$ cat src/rtl/deq_pkg.sv
package deq_pkg;

  localparam int DEPTH = 64;
  localparam int IDX_W = (DEPTH > 1) ? $clog2(DEPTH) : 1;
  localparam int CNT_W = $clog2(DEPTH + 1);

  typedef logic signed [31:0] word_t;
  typedef logic [2:0]         func_t;
  typedef logic [1:0]         status_t;
  typedef logic [IDX_W-1:0]   idx_t;
  typedef logic [CNT_W-1:0]   cnt_t;

  localparam func_t FUNC_PUSH_FRONT = 3'd0;
  localparam func_t FUNC_PUSH_BACK  = 3'd1;
  localparam func_t FUNC_POP_FRONT  = 3'd2;
  localparam func_t FUNC_POP_BACK   = 3'd3;
  localparam func_t FUNC_DUMP_FWD   = 3'd4;
  localparam func_t FUNC_DUMP_BWD   = 3'd5;

  localparam status_t STAT_OK    = 2'd0;
  localparam status_t STAT_EMPTY = 2'd1;
  localparam status_t STAT_FULL  = 2'd2;

  typedef enum logic [1:0] {
    CELL_HOLD = 2'd0,
    CELL_PREV = 2'd1,
    CELL_NEXT = 2'd2
  } cell_dir_t;

  typedef struct packed {
    logic      load;
    cell_dir_t dir;
  } cell_ctl_t;

endpackage

$ cat src/rtl/deq_if.sv
interface deq_in_if;
  logic                 valid;
  logic                 ready;
  deq_pkg::func_t       func;
  deq_pkg::word_t       value;

  modport source (output valid, output func, output value, input ready);
  modport sink   (input valid, input func, input value, output ready);
endinterface

interface deq_out_if;
  logic                 valid;
  logic                 ready;
  deq_pkg::word_t       data_out;
  deq_pkg::status_t     status;
  logic                 last;

  modport source (output valid, output data_out, output status, output last, input ready);
  modport sink   (input valid, input data_out, input status, input last, output ready);
endinterface

$ cat src/rtl/deq_cell.sv
module deq_cell (
  input  logic               clk,
  input  deq_pkg::cell_ctl_t ctl,
  input  deq_pkg::word_t     prev_q,
  input  deq_pkg::word_t     next_q,
  input  deq_pkg::word_t     load_val,
  output deq_pkg::word_t     q
);

  deq_pkg::word_t q_r;
  deq_pkg::word_t q_nxt;

  always_comb begin
    q_nxt = q_r;
    if (ctl.load) begin
      q_nxt = load_val;
    end else begin
      case (ctl.dir)
        deq_pkg::CELL_PREV: q_nxt = prev_q;
        deq_pkg::CELL_NEXT: q_nxt = next_q;
        default:            q_nxt = q_r;
      endcase
    end
  end

  always_ff @(posedge clk) begin
    q_r <= q_nxt;
  end

  assign q = q_r;

endmodule

$ cat src/rtl/double_ended_queue_top.sv
// Bounded double-ended queue of signed 32-bit words held in a row of
// deq_pkg::DEPTH cells, the front element always in cell 0 and an occupancy
// count marking the back. Push and pop requests answer with one status item
// (ok, empty, or full when a push is refused). A dump of a non-empty queue
// circulates the whole row once, so it occupies the block for the whole turn
// plus any output stall, emitting one item per element with the final one
// marked last; the row ends back in its original order. A dump of
// an empty queue answers with a single empty item. Function codes 6 and 7 are
// accepted and ignored. The next request is taken once the output register is
// empty or its item leaves in the same cycle, and never during a dump.
module double_ended_queue_top (
  input  logic      clk,
  input  logic      rst_n,
  deq_in_if.sink    in_if,
  deq_out_if.source out_if
);

  localparam int D = deq_pkg::DEPTH;

  typedef enum logic [1:0] {
    S_IDLE = 2'b01,
    S_DUMP = 2'b10
  } state_t;

  state_t            state_r, state_nxt;
  deq_pkg::cnt_t     count_r, count_nxt;
  deq_pkg::idx_t     step_r, step_nxt;
  logic              bwd_r, bwd_nxt;

  logic              out_valid_r, out_valid_nxt;
  deq_pkg::word_t    out_data_r, out_data_nxt;
  deq_pkg::status_t  out_status_r, out_status_nxt;
  logic              out_last_r, out_last_nxt;

  logic              push_front, push_back, pop_front, rot_left, rot_right;
  logic              slot_free, in_acc, emit, advance;

  deq_pkg::word_t    cell_q [D];
  deq_pkg::cell_ctl_t cell_ctl [D];

  assign slot_free   = !out_valid_r || out_if.ready;
  assign in_if.ready = (state_r == S_IDLE) && slot_free;
  assign in_acc      = in_if.valid && in_if.ready;

  assign emit = bwd_r ? (deq_pkg::cnt_t'(step_r) >= (deq_pkg::cnt_t'(D) - count_r))
                      : (deq_pkg::cnt_t'(step_r) < count_r);
  assign advance = (state_r == S_DUMP) && (!emit || slot_free);

  always_comb begin
    state_nxt      = state_r;
    count_nxt      = count_r;
    step_nxt       = step_r;
    bwd_nxt        = bwd_r;
    out_valid_nxt  = out_valid_r && !out_if.ready;
    out_data_nxt   = out_data_r;
    out_status_nxt = out_status_r;
    out_last_nxt   = out_last_r;
    push_front     = 1'b0;
    push_back      = 1'b0;
    pop_front      = 1'b0;
    rot_left       = 1'b0;
    rot_right      = 1'b0;

    case (state_r)
      S_IDLE: begin
        if (in_acc) begin
          out_data_nxt = '0;
          out_last_nxt = 1'b1;
          case (in_if.func)
            deq_pkg::FUNC_PUSH_FRONT, deq_pkg::FUNC_PUSH_BACK: begin
              out_valid_nxt = 1'b1;
              if (count_r == deq_pkg::cnt_t'(D)) begin
                out_status_nxt = deq_pkg::STAT_FULL;
              end else begin
                out_status_nxt = deq_pkg::STAT_OK;
                count_nxt      = count_r + 1'b1;
                push_front     = (in_if.func == deq_pkg::FUNC_PUSH_FRONT);
                push_back      = (in_if.func == deq_pkg::FUNC_PUSH_BACK);
              end
            end
            deq_pkg::FUNC_POP_FRONT, deq_pkg::FUNC_POP_BACK: begin
              out_valid_nxt = 1'b1;
              if (count_r == '0) begin
                out_status_nxt = deq_pkg::STAT_EMPTY;
              end else begin
                out_status_nxt = deq_pkg::STAT_OK;
                count_nxt      = count_r - 1'b1;
                pop_front      = (in_if.func == deq_pkg::FUNC_POP_FRONT);
              end
            end
            deq_pkg::FUNC_DUMP_FWD, deq_pkg::FUNC_DUMP_BWD: begin
              if (count_r == '0) begin
                out_valid_nxt  = 1'b1;
                out_status_nxt = deq_pkg::STAT_EMPTY;
              end else begin
                state_nxt = S_DUMP;
                step_nxt  = '0;
                bwd_nxt   = (in_if.func == deq_pkg::FUNC_DUMP_BWD);
              end
            end
            default: begin
            end
          endcase
        end
      end
      S_DUMP: begin
        if (advance) begin
          rot_left  = !bwd_r;
          rot_right = bwd_r;
          if (emit) begin
            out_valid_nxt  = 1'b1;
            out_status_nxt = deq_pkg::STAT_OK;
            out_data_nxt   = bwd_r ? cell_q[D-1] : cell_q[0];
            out_last_nxt   = bwd_r ? (step_r == deq_pkg::idx_t'(D - 1))
                                   : (deq_pkg::cnt_t'(step_r) + 1'b1 == count_r);
          end
          if (step_r == deq_pkg::idx_t'(D - 1)) begin
            state_nxt = S_IDLE;
          end else begin
            step_nxt = step_r + 1'b1;
          end
        end
      end
      default: state_nxt = S_IDLE;
    endcase
  end

  always_comb begin
    for (int k = 0; k < D; k++) begin
      cell_ctl[k].load = 1'b0;
      cell_ctl[k].dir  = deq_pkg::CELL_HOLD;
      if (push_front) begin
        cell_ctl[k].load = (k == 0);
        cell_ctl[k].dir  = deq_pkg::CELL_PREV;
      end else if (pop_front || rot_left) begin
        cell_ctl[k].dir = deq_pkg::CELL_NEXT;
      end else if (rot_right) begin
        cell_ctl[k].dir = deq_pkg::CELL_PREV;
      end else if (push_back) begin
        cell_ctl[k].load = (deq_pkg::cnt_t'(k) == count_r);
      end
    end
  end

  for (genvar k = 0; k < D; k++) begin : g_cell
    localparam int PREV_K = (k + D - 1) % D;
    localparam int NEXT_K = (k + 1) % D;
    deq_cell u_cell (
      .clk      (clk),
      .ctl      (cell_ctl[k]),
      .prev_q   (cell_q[PREV_K]),
      .next_q   (cell_q[NEXT_K]),
      .load_val (in_if.value),
      .q        (cell_q[k])
    );
  end

  always_ff @(posedge clk) begin
    if (!rst_n) begin
      state_r     <= S_IDLE;
      count_r     <= '0;
      step_r      <= '0;
      bwd_r       <= 1'b0;
      out_valid_r <= 1'b0;
    end else begin
      state_r     <= state_nxt;
      count_r     <= count_nxt;
      step_r      <= step_nxt;
      bwd_r       <= bwd_nxt;
      out_valid_r <= out_valid_nxt;
    end
  end

  always_ff @(posedge clk) begin
    out_data_r   <= out_data_nxt;
    out_status_r <= out_status_nxt;
    out_last_r   <= out_last_nxt;
  end

  assign out_if.valid    = out_valid_r;
  assign out_if.data_out = out_data_r;
  assign out_if.status   = out_status_r;
  assign out_if.last     = out_last_r;

  a_count_bound: assert property (@(posedge clk) disable iff (!rst_n)
    count_r <= deq_pkg::cnt_t'(D))
    else $error("occupancy above depth");

  a_dump_blocks_input: assert property (@(posedge clk) disable iff (!rst_n)
    (state_r == S_DUMP) |-> !in_if.ready)
    else $error("item taken during dump");

  a_push_counts: assert property (@(posedge clk) disable iff (!rst_n)
    (in_acc && (in_if.func == deq_pkg::FUNC_PUSH_FRONT ||
                in_if.func == deq_pkg::FUNC_PUSH_BACK) &&
     count_r != deq_pkg::cnt_t'(D))
    |=> count_r == $past(count_r) + 1'b1)
    else $error("push did not grow occupancy");

  a_dump_ends: assert property (@(posedge clk) disable iff (!rst_n)
    (advance && step_r == deq_pkg::idx_t'(D - 1)) |=> state_r == S_IDLE)
    else $error("dump did not finish after one full turn");

  a_dump_keeps_count: assert property (@(posedge clk) disable iff (!rst_n)
    (state_r == S_DUMP) |=> count_r == $past(count_r))
    else $error("occupancy changed during dump");

endmodule

$ cat src/flat_wrapper.sv
// flat-port wrapper written by rule: the top's interface ports become plain ports
module double_ended_queue_top_flat 
  (clk, rst_n, in_if_valid, in_if_func, in_if_value, in_if_ready, out_if_valid, out_if_data_out, out_if_status, out_if_last, out_if_ready);
  deq_in_if in_if_i ();
  deq_out_if out_if_i ();
  input  logic clk;
  input  logic rst_n;
  input wire logic [$bits(in_if_i.valid)-1:0] in_if_valid;
  input wire logic [$bits(in_if_i.func)-1:0] in_if_func;
  input wire logic [$bits(in_if_i.value)-1:0] in_if_value;
  output wire logic [$bits(in_if_i.ready)-1:0] in_if_ready;
  output wire logic [$bits(out_if_i.valid)-1:0] out_if_valid;
  output wire logic [$bits(out_if_i.data_out)-1:0] out_if_data_out;
  output wire logic [$bits(out_if_i.status)-1:0] out_if_status;
  output wire logic [$bits(out_if_i.last)-1:0] out_if_last;
  input wire logic [$bits(out_if_i.ready)-1:0] out_if_ready;
  assign in_if_i.valid = in_if_valid;
  assign in_if_i.func = in_if_func;
  assign in_if_i.value = in_if_value;
  assign in_if_ready = in_if_i.ready;
  assign out_if_valid = out_if_i.valid;
  assign out_if_data_out = out_if_i.data_out;
  assign out_if_status = out_if_i.status;
  assign out_if_last = out_if_i.last;
  assign out_if_i.ready = out_if_ready;
  double_ended_queue_top u_core (.clk(clk), .rst_n(rst_n), .in_if(in_if_i), .out_if(out_if_i));
endmodule
$ cat config.mk
export PLATFORM = sky130hd
export DESIGN_NAME = double_ended_queue_top_flat
export DESIGN_NICKNAME = d
export VERILOG_FILES = /design/src/rtl/deq_pkg.sv /design/src/rtl/deq_if.sv /design/src/rtl/deq_cell.sv /design/src/rtl/double_ended_queue_top.sv /design/src/flat_wrapper.sv
export SDC_FILE = /design/constraint.sdc
export NUM_CORES = 2
export LEC_CHECK = 0
export BUFFER_PORTS_ARGS = -buffer_cell sky130_fd_sc_hd__buf_2
export CORE_MARGIN = 2
export CORE_UTILIZATION = 45
export CTS_BUF_LIST = sky130_fd_sc_hd__clkbuf_16
export DETAILED_ROUTE_END_ITERATION = 8
export GPL_TIMING_DRIVEN = 1
export PLACE_DENSITY = 0.69
export SETUP_SLACK_MARGIN = 0.1
export SYNTH_ARGS = -nofsm -noshare
export SYNTH_HDL_FRONTEND = slang
export SYNTH_SLANG_ARGS = --single-unit
$ cat constraint.sdc
create_clock -name clk -period 7.2 [get_ports clk]
set_input_delay 0.36 -clock clk [delete_from_list [all_inputs] [get_ports clk]]
set_output_delay 0.36 -clock clk [all_outputs]
set_load 0.1 [all_outputs]
# Word-level counts from Yosys, hierarchy flattened
# Cells that the tools add are included.
# classes
bitwise_logic	1
n_lt_le_gt_ge	2
eq_ne	212
n_reduce_logical	89
addsub	5
muxes	442
# ops
operator	n
$pmux W32 S2	65
$mux W32	68
$eq A6 B7 Y1 const A	32
$mux W1	219
$mux W3	64
$reduce_bool A3 Y1	64
$eq A2 B1 Y1 const B	65
$eq A2 B2 Y1 const B	65
$eq A5 B7 Y1 const A	16
$eq A4 B7 Y1 const A	8
$mux W6	5
$eq A3 B7 Y1 const A	4
$mux W2	11
$eq A2 B7 Y1 const A	2
$mux W7	2
$pmux W7 S2	1
$ne A2 B2 Y1 const B	6
$pmux W6 S2	1
$reduce_and A6 Y1	2
$reduce_and A5 Y1	2
$pmux W2 S2	2
$reduce_and A4 Y1	2
$add A6 B1 Y7 const B	1
$add A7 B1 Y7 const B	1
other kinds (26)	43
# word_totals
input_bits	39
word_cells	823
regBits	2100
out_inout_bits	37

# Longest topological paths before layout
# logic_depth
word_depth	14
ltp_mapped	18

# Modules after synthesis
# Synthesis repeated with hierarchy kept, for this count alone.
# hier_totals
cells_unflattened	12089
hier_area_um2	154578.3
# modules_own_cells
module	n_inst	area_each_um2	seq_area_each_um2	cells_per_inst
deq_cell	64	2356.0	960.9	182
double_ended_queue_top	1	3793.6	1391.3	441

# Worst setup path after synthesis
# Ideal clock, no wire load.
# synth_path
kind	register to register
start	reg u_core.count_r[1]
end	reg u_core.g_cell[42].u_cell.q_r[0] (enable)
required_time_ns	6.734
setup_ns	0.466
n_path_buf	4
stages_incl_launch_ff	15
path_slack_ns	1.524
arrival_time_ns	5.210
cell_sequence	dfxtp_1 clkbuf_1 inv_1 ha_1 xor2_1 ha_1 a21o_1 a31oi_1 o21ai_0 a311o_1 buf_2 o211ai_2 clkbuf_1 clkbuf_1 o21ai_0
# synth_between
elab_chain_len	13
elab_cells_between_ends	36
classes_between	add/sub (1); order compare (2); eq/ne (4); mux (23); reduce/logical (6)
# synth_rtl
element	line_no	source
start, declared	double_ended_queue_top.sv:26	deq_pkg::cnt_t count_r, count_nxt;
start signal, assigned	double_ended_queue_top.sv:167	count_r <= count_nxt;
$sub A7 B7 Y7	double_ended_queue_top.sv:45	assign emit = bwd_r ? (deq_pkg::cnt_t'(step_r) >= (deq_pkg::cnt_t'(D) - count_r))
$ge A6 B7 Y1	double_ended_queue_top.sv:45	
$mux W1	double_ended_queue_top.sv:45	
$logic_not A1 Y1	double_ended_queue_top.sv:47	assign advance = (state_r == S_DUMP) && (!emit || slot_free);
$logic_or A1 B1 Y1	double_ended_queue_top.sv:47	
$logic_and A1 B1 Y1	double_ended_queue_top.sv:47	
$mux W1	double_ended_queue_top.sv:107	if (advance) begin
$mux W1	double_ended_queue_top.sv:64	case (state_r)
$mux W1 / $logic_or A1 B1 Y1 (equally long branches)	double_ended_queue_top.sv:137, double_ended_queue_top.sv:135	
$mux W2	double_ended_queue_top.sv:135	end else if (pop_front || rot_left) begin
$mux W3 *	double_ended_queue_top.sv:132	if (push_front) begin
$eq A2 B2 Y1 / $eq A2 B1 Y1 (equally long branches)	deq_cell.sv:18	case (ctl.dir)
$reduce_bool A3 Y1 (no line) *	n/a	
end signal, assigned	deq_cell.sv:27	q_r <= q_nxt;
end, declared	deq_cell.sv:10	deq_pkg::word_t q_r;
# Mark *: on every way between the ends. The rest lies on a longest branch, timed or not.
# A chain may end at the register's enable or synchronous reset.

# Worst setup path after layout
# layout_path
start	reg u_core.count_r[1]
end	reg u_core.g_cell[51].u_cell.q_r[31], data pin
# layout_between
elab_chain_len	14
elab_cells_between_ends	37
classes_between	add/sub (1); order compare (2); eq/ne (4); mux (25); reduce/logical (5)
# layout_rtl
element	line_no	source
$sub A7 B7 Y7	double_ended_queue_top.sv:45	
$ge A6 B7 Y1	double_ended_queue_top.sv:45	
$mux W1	double_ended_queue_top.sv:45	
$logic_not A1 Y1	double_ended_queue_top.sv:47	
$logic_or A1 B1 Y1	double_ended_queue_top.sv:47	
$logic_and A1 B1 Y1	double_ended_queue_top.sv:47	
$mux W1	double_ended_queue_top.sv:107	
$mux W1	double_ended_queue_top.sv:64	
$mux W1 / $logic_or A1 B1 Y1 (equally long branches)	double_ended_queue_top.sv:137, double_ended_queue_top.sv:135	
$mux W2	double_ended_queue_top.sv:135	
$mux W3 *	double_ended_queue_top.sv:132	
$eq A2 B2 Y1 / $eq A2 B1 Y1 (equally long branches)	deq_cell.sv:18	
$pmux W32 S2	deq_cell.sv:18	
$mux W32 *	deq_cell.sv:15	if (ctl.load) begin
via u_core.g_cell[51].u_cell.q_nxt[31]	deq_cell.sv:11	deq_pkg::word_t q_nxt;
end signal, assigned	deq_cell.sv:27	
end, declared	deq_cell.sv:10	
# The timed path passes the listed nets; every way through them passes the cells marked *.

==> metrics.csv <==
metric,value,unit
CTS buffer count,218,
Int Power,19.8,mW
Vias/cell,7.08,
clock slew at reported path FFs,70,ps
Mapped Nets,10806,
crit path kind,reg2reg,
GRT Resource Usage Total,29.6,%
hold path cells,3,
maximum vdd drop,0.258,mV
mapped cell area,0.115,mm2
f_max,0.181,GHz
Hold WC Path Type,in2reg,
Clk pwr share,42.0,%
initial DRC count,16180,
worst-case clock buffer depth,3,
drt first pass iters,9,
Sw Pwr,6.39,mW
"Primary FF master, synth",edfxtp_1,
Routed Antenna Nets,0,
Worst Tran Pin Value,1600,ps
Min Hold Slack,64.7,ps
vias post-DR,96296,
Synth warnings,0,
H-tree depth,4,
Die Y,510,um
Port Buffer Count,75,
Synth area leader,edfxtp_1,
post-DR wirelength/cell,29.5,um
nets,10108,
top cell type's share of synthesized area,54.4,%
TritonCTS clock tree,done,
initial antenna violation count,13,
pin count of the biggest net entering global routing,328,
final WL,401,mm
portion of netlist area occupied by mux cells,4.39,%
root buf cell,clkbuf_16,
die area,0.260,mm2
I/O pin cnt,76,
global route overflow,0,
Sink Count,2100,
die extent in x,510,um
Switching Share,24.4,%
Synth area leaders,"edfxtp_1 54%, a221oi_1 8.7%, and3_1 5.7%",
Comb power frac,5.7,%
Setup TNS,0,ps
final RePlAce weighted congestion,0.914,
vias in the first global route,89008,
share of cells above drive strength 1,7.87,%
Tcrit/Tclk final,76.6,%
Rows,185,
Max Cap Viol,0,
crit start category,register,
Worst setup EP type,register,
compound-cell area share of the yosys netlist,22.9,%
share of the yosys chip area belonging to registers,54.7,%
residual DRC count,0,
Critical Path RT,7910,ps
Post-synth EDFFs,2083,
Cell variety after synth,69,
Pleak,47.6,nW
Core ar.,0.254,mm2
status,"complete, but fails checks",
main combinational cell family by area after synthesis,compound AO/OA/AOI/OAI gates,
asr flop ratio synth,0,%
Fin. Hold Viols,0,
Initial Utilization,45.3,%
Mean Syn Cell Area,10.7,um2
Synth Area in Simple Gates,13.1,%
power density over the cells,210,mW/mm2
RSZ-0062 raised after global routing,false,
R2R depth,14,
Adder-Cell Fraction of Synth Area,0.250,%
Sequential Power Share,52.3,%
Final Max Slew Viols,110,
Slew headroom,-6.37,%
fin crit period,5520,ps
DP HPWL,247,mm
global-route wire length before repair,592,mm
Worst Path Arrival,6230,ps
Mapped Cells,10744,
violated checks,slew limit,
Area Overhead vs Synth,8.57,%
Final setup viols,0,
XOR/XNOR share of the synthesized area,0.114,%
clock latency on the worst-skew pair,910,ps
Pwr Total,26.2,mW
Final Skew,58.2,ps
#FFs+latches synth,2100,
CP Max Fanout,98,
[placed cells by master, fill, tap and decap left out, types with 75 or more instances in the layout]
cell	n
a21o_1	304
a21oi_1	1214
a221oi_1	1139
a22o_1	397
a22oi_1	180
a31oi_1	75
and3_1	1049
buf_4	284
clkbuf_16	218
edfxtp_1	2083
mux2i_1	502
nand2_1	514
nand3_1	146
nor2_1	1177
nor3_1	144
o21ai_1	96
[repair_timing]
action | CTS | global route
endpoints found under the setup margin | 0 | 0
hold buffers | 6 | 0
gates resized for setup | 0 | 0
buffers inserted | 0 | 0
hold endpoints to repair | 20 | 0
[logic make-up after synthesis]
family / after synthesis
AOI/OAI and AO/OA: 3644
and+or+nand+nor: 3130
DFF: 2100
buffers and inverters: 1328
muxes: 504
adders and majority gates: 23
xor gates and xnor gates: 15
[synthesized netlist by cell type (37+ instances only)]
| cell type | count |
|---|---|
| a21o_1 | 304 |
| a21oi_1 | 1219 |
| a221o_1 | 59 |
| a221oi_1 | 1139 |
| a22o_1 | 397 |
| a22oi_1 | 180 |
| a31oi_1 | 75 |
| and3_1 | 1049 |
| buf_1 | 56 |
| buf_2 | 97 |
| clkbuf_1 | 1093 |
| edfxtp_1 | 2083 |
| inv_1 | 37 |
| mux2i_1 | 502 |
| nand2_1 | 519 |
| nand3_1 | 147 |
| nor2_1 | 1183 |
| nor3_1 | 145 |
| o2111ai_1 | 41 |
| o21ai_1 | 98 |
[worst max-delay path, stage by stage (launching register included)]
cell	delay (ps)
dfxtp_1	530
inv_1	200
ha_1	310
xor2_1	170
ha_1	330
a21o_1	120
a31oi_1	40
o21ai_0	400
a311oi_4	270
buf_4	350
o21ai_4	380
buf_4	670
buf_4	950
a221oi_1	250
mux2i_1	220
[metal layers]
metal / up-vias / track usage (%) / wire length [um]
li1: 40947 / - / -
met1: 47370 / 39.9 / 152000
met2: 6889 / 44.5 / 178000
met3: 1084 / 6.91 / 48100
met4: 6 / 15.3 / 22900
met5: - / 0 / 41
[flip-flops by register name (all words and copies together) (netlist names)]
name / flops
u_core.bwd_r: 1
u_core.count_r: 7
u_core.g_cell.u_cell.q: 2048
u_core.out_if.data_out: 32
u_core.out_if.last: 1
u_core.out_if.status: 2
u_core.out_if.valid: 1
u_core.state_r: 2
u_core.step_r: 6
[final timing paths]
path / slack [ps] / endpoint / from
worst max-delay path: 1680 / u_core.g_cell[51].u_cell.q[31] / u_core.count_r[1]
worst min-delay path: 60 / u_core.g_cell[26].u_cell.q[12] / in_if_value[12]
worst max register to register: 1680 / u_core.g_cell[51].u_cell.q[31] / u_core.count_r[1]
worst min register to register: 550 / u_core.g_cell[5].u_cell.q[5] / u_core.g_cell[4].u_cell.q[5]
[power by group through the flow]
stage / combinational, mW / sequential (mW) / clock, mW
floorplan: 0.810 / 14.0 / 0
global placement: 1.42 / 13.9 / 0
detailed placement: 1.45 / 13.9 / 0
CTS: 1.46 / 13.7 / 11.1
global route: 1.57 / 13.7 / 11.5
finish: 1.51 / 13.7 / 11.0
[metrics by stage]
step / area [um2] / utilization (%) / worst slack, ps / instances
floorplan: 115000 / - / 1520 / 10744
global placement: 118000 / 46.4 / 1870 / 13185
detailed placement: 118000 / 46.4 / 1730 / 13185
CTS: 125000 / 49.1 / 1810 / 13588
global route: 125000 / 49.1 / 1470 / 13601
finish: 125000 / 49.1 / 1680 / 13604
[area by class of cell]
type	instances	area, um2
diodes	15	37.5
clock buffers	218	5460
clock inverters	179	1340
fillers	22400	129000
inverters	51	194
multi-input cells	7316	47800
flip-flops and latches	2100	62900
well taps	3366	4210
repair buffers	359	2910
Power figures use the tool's default switching activity.
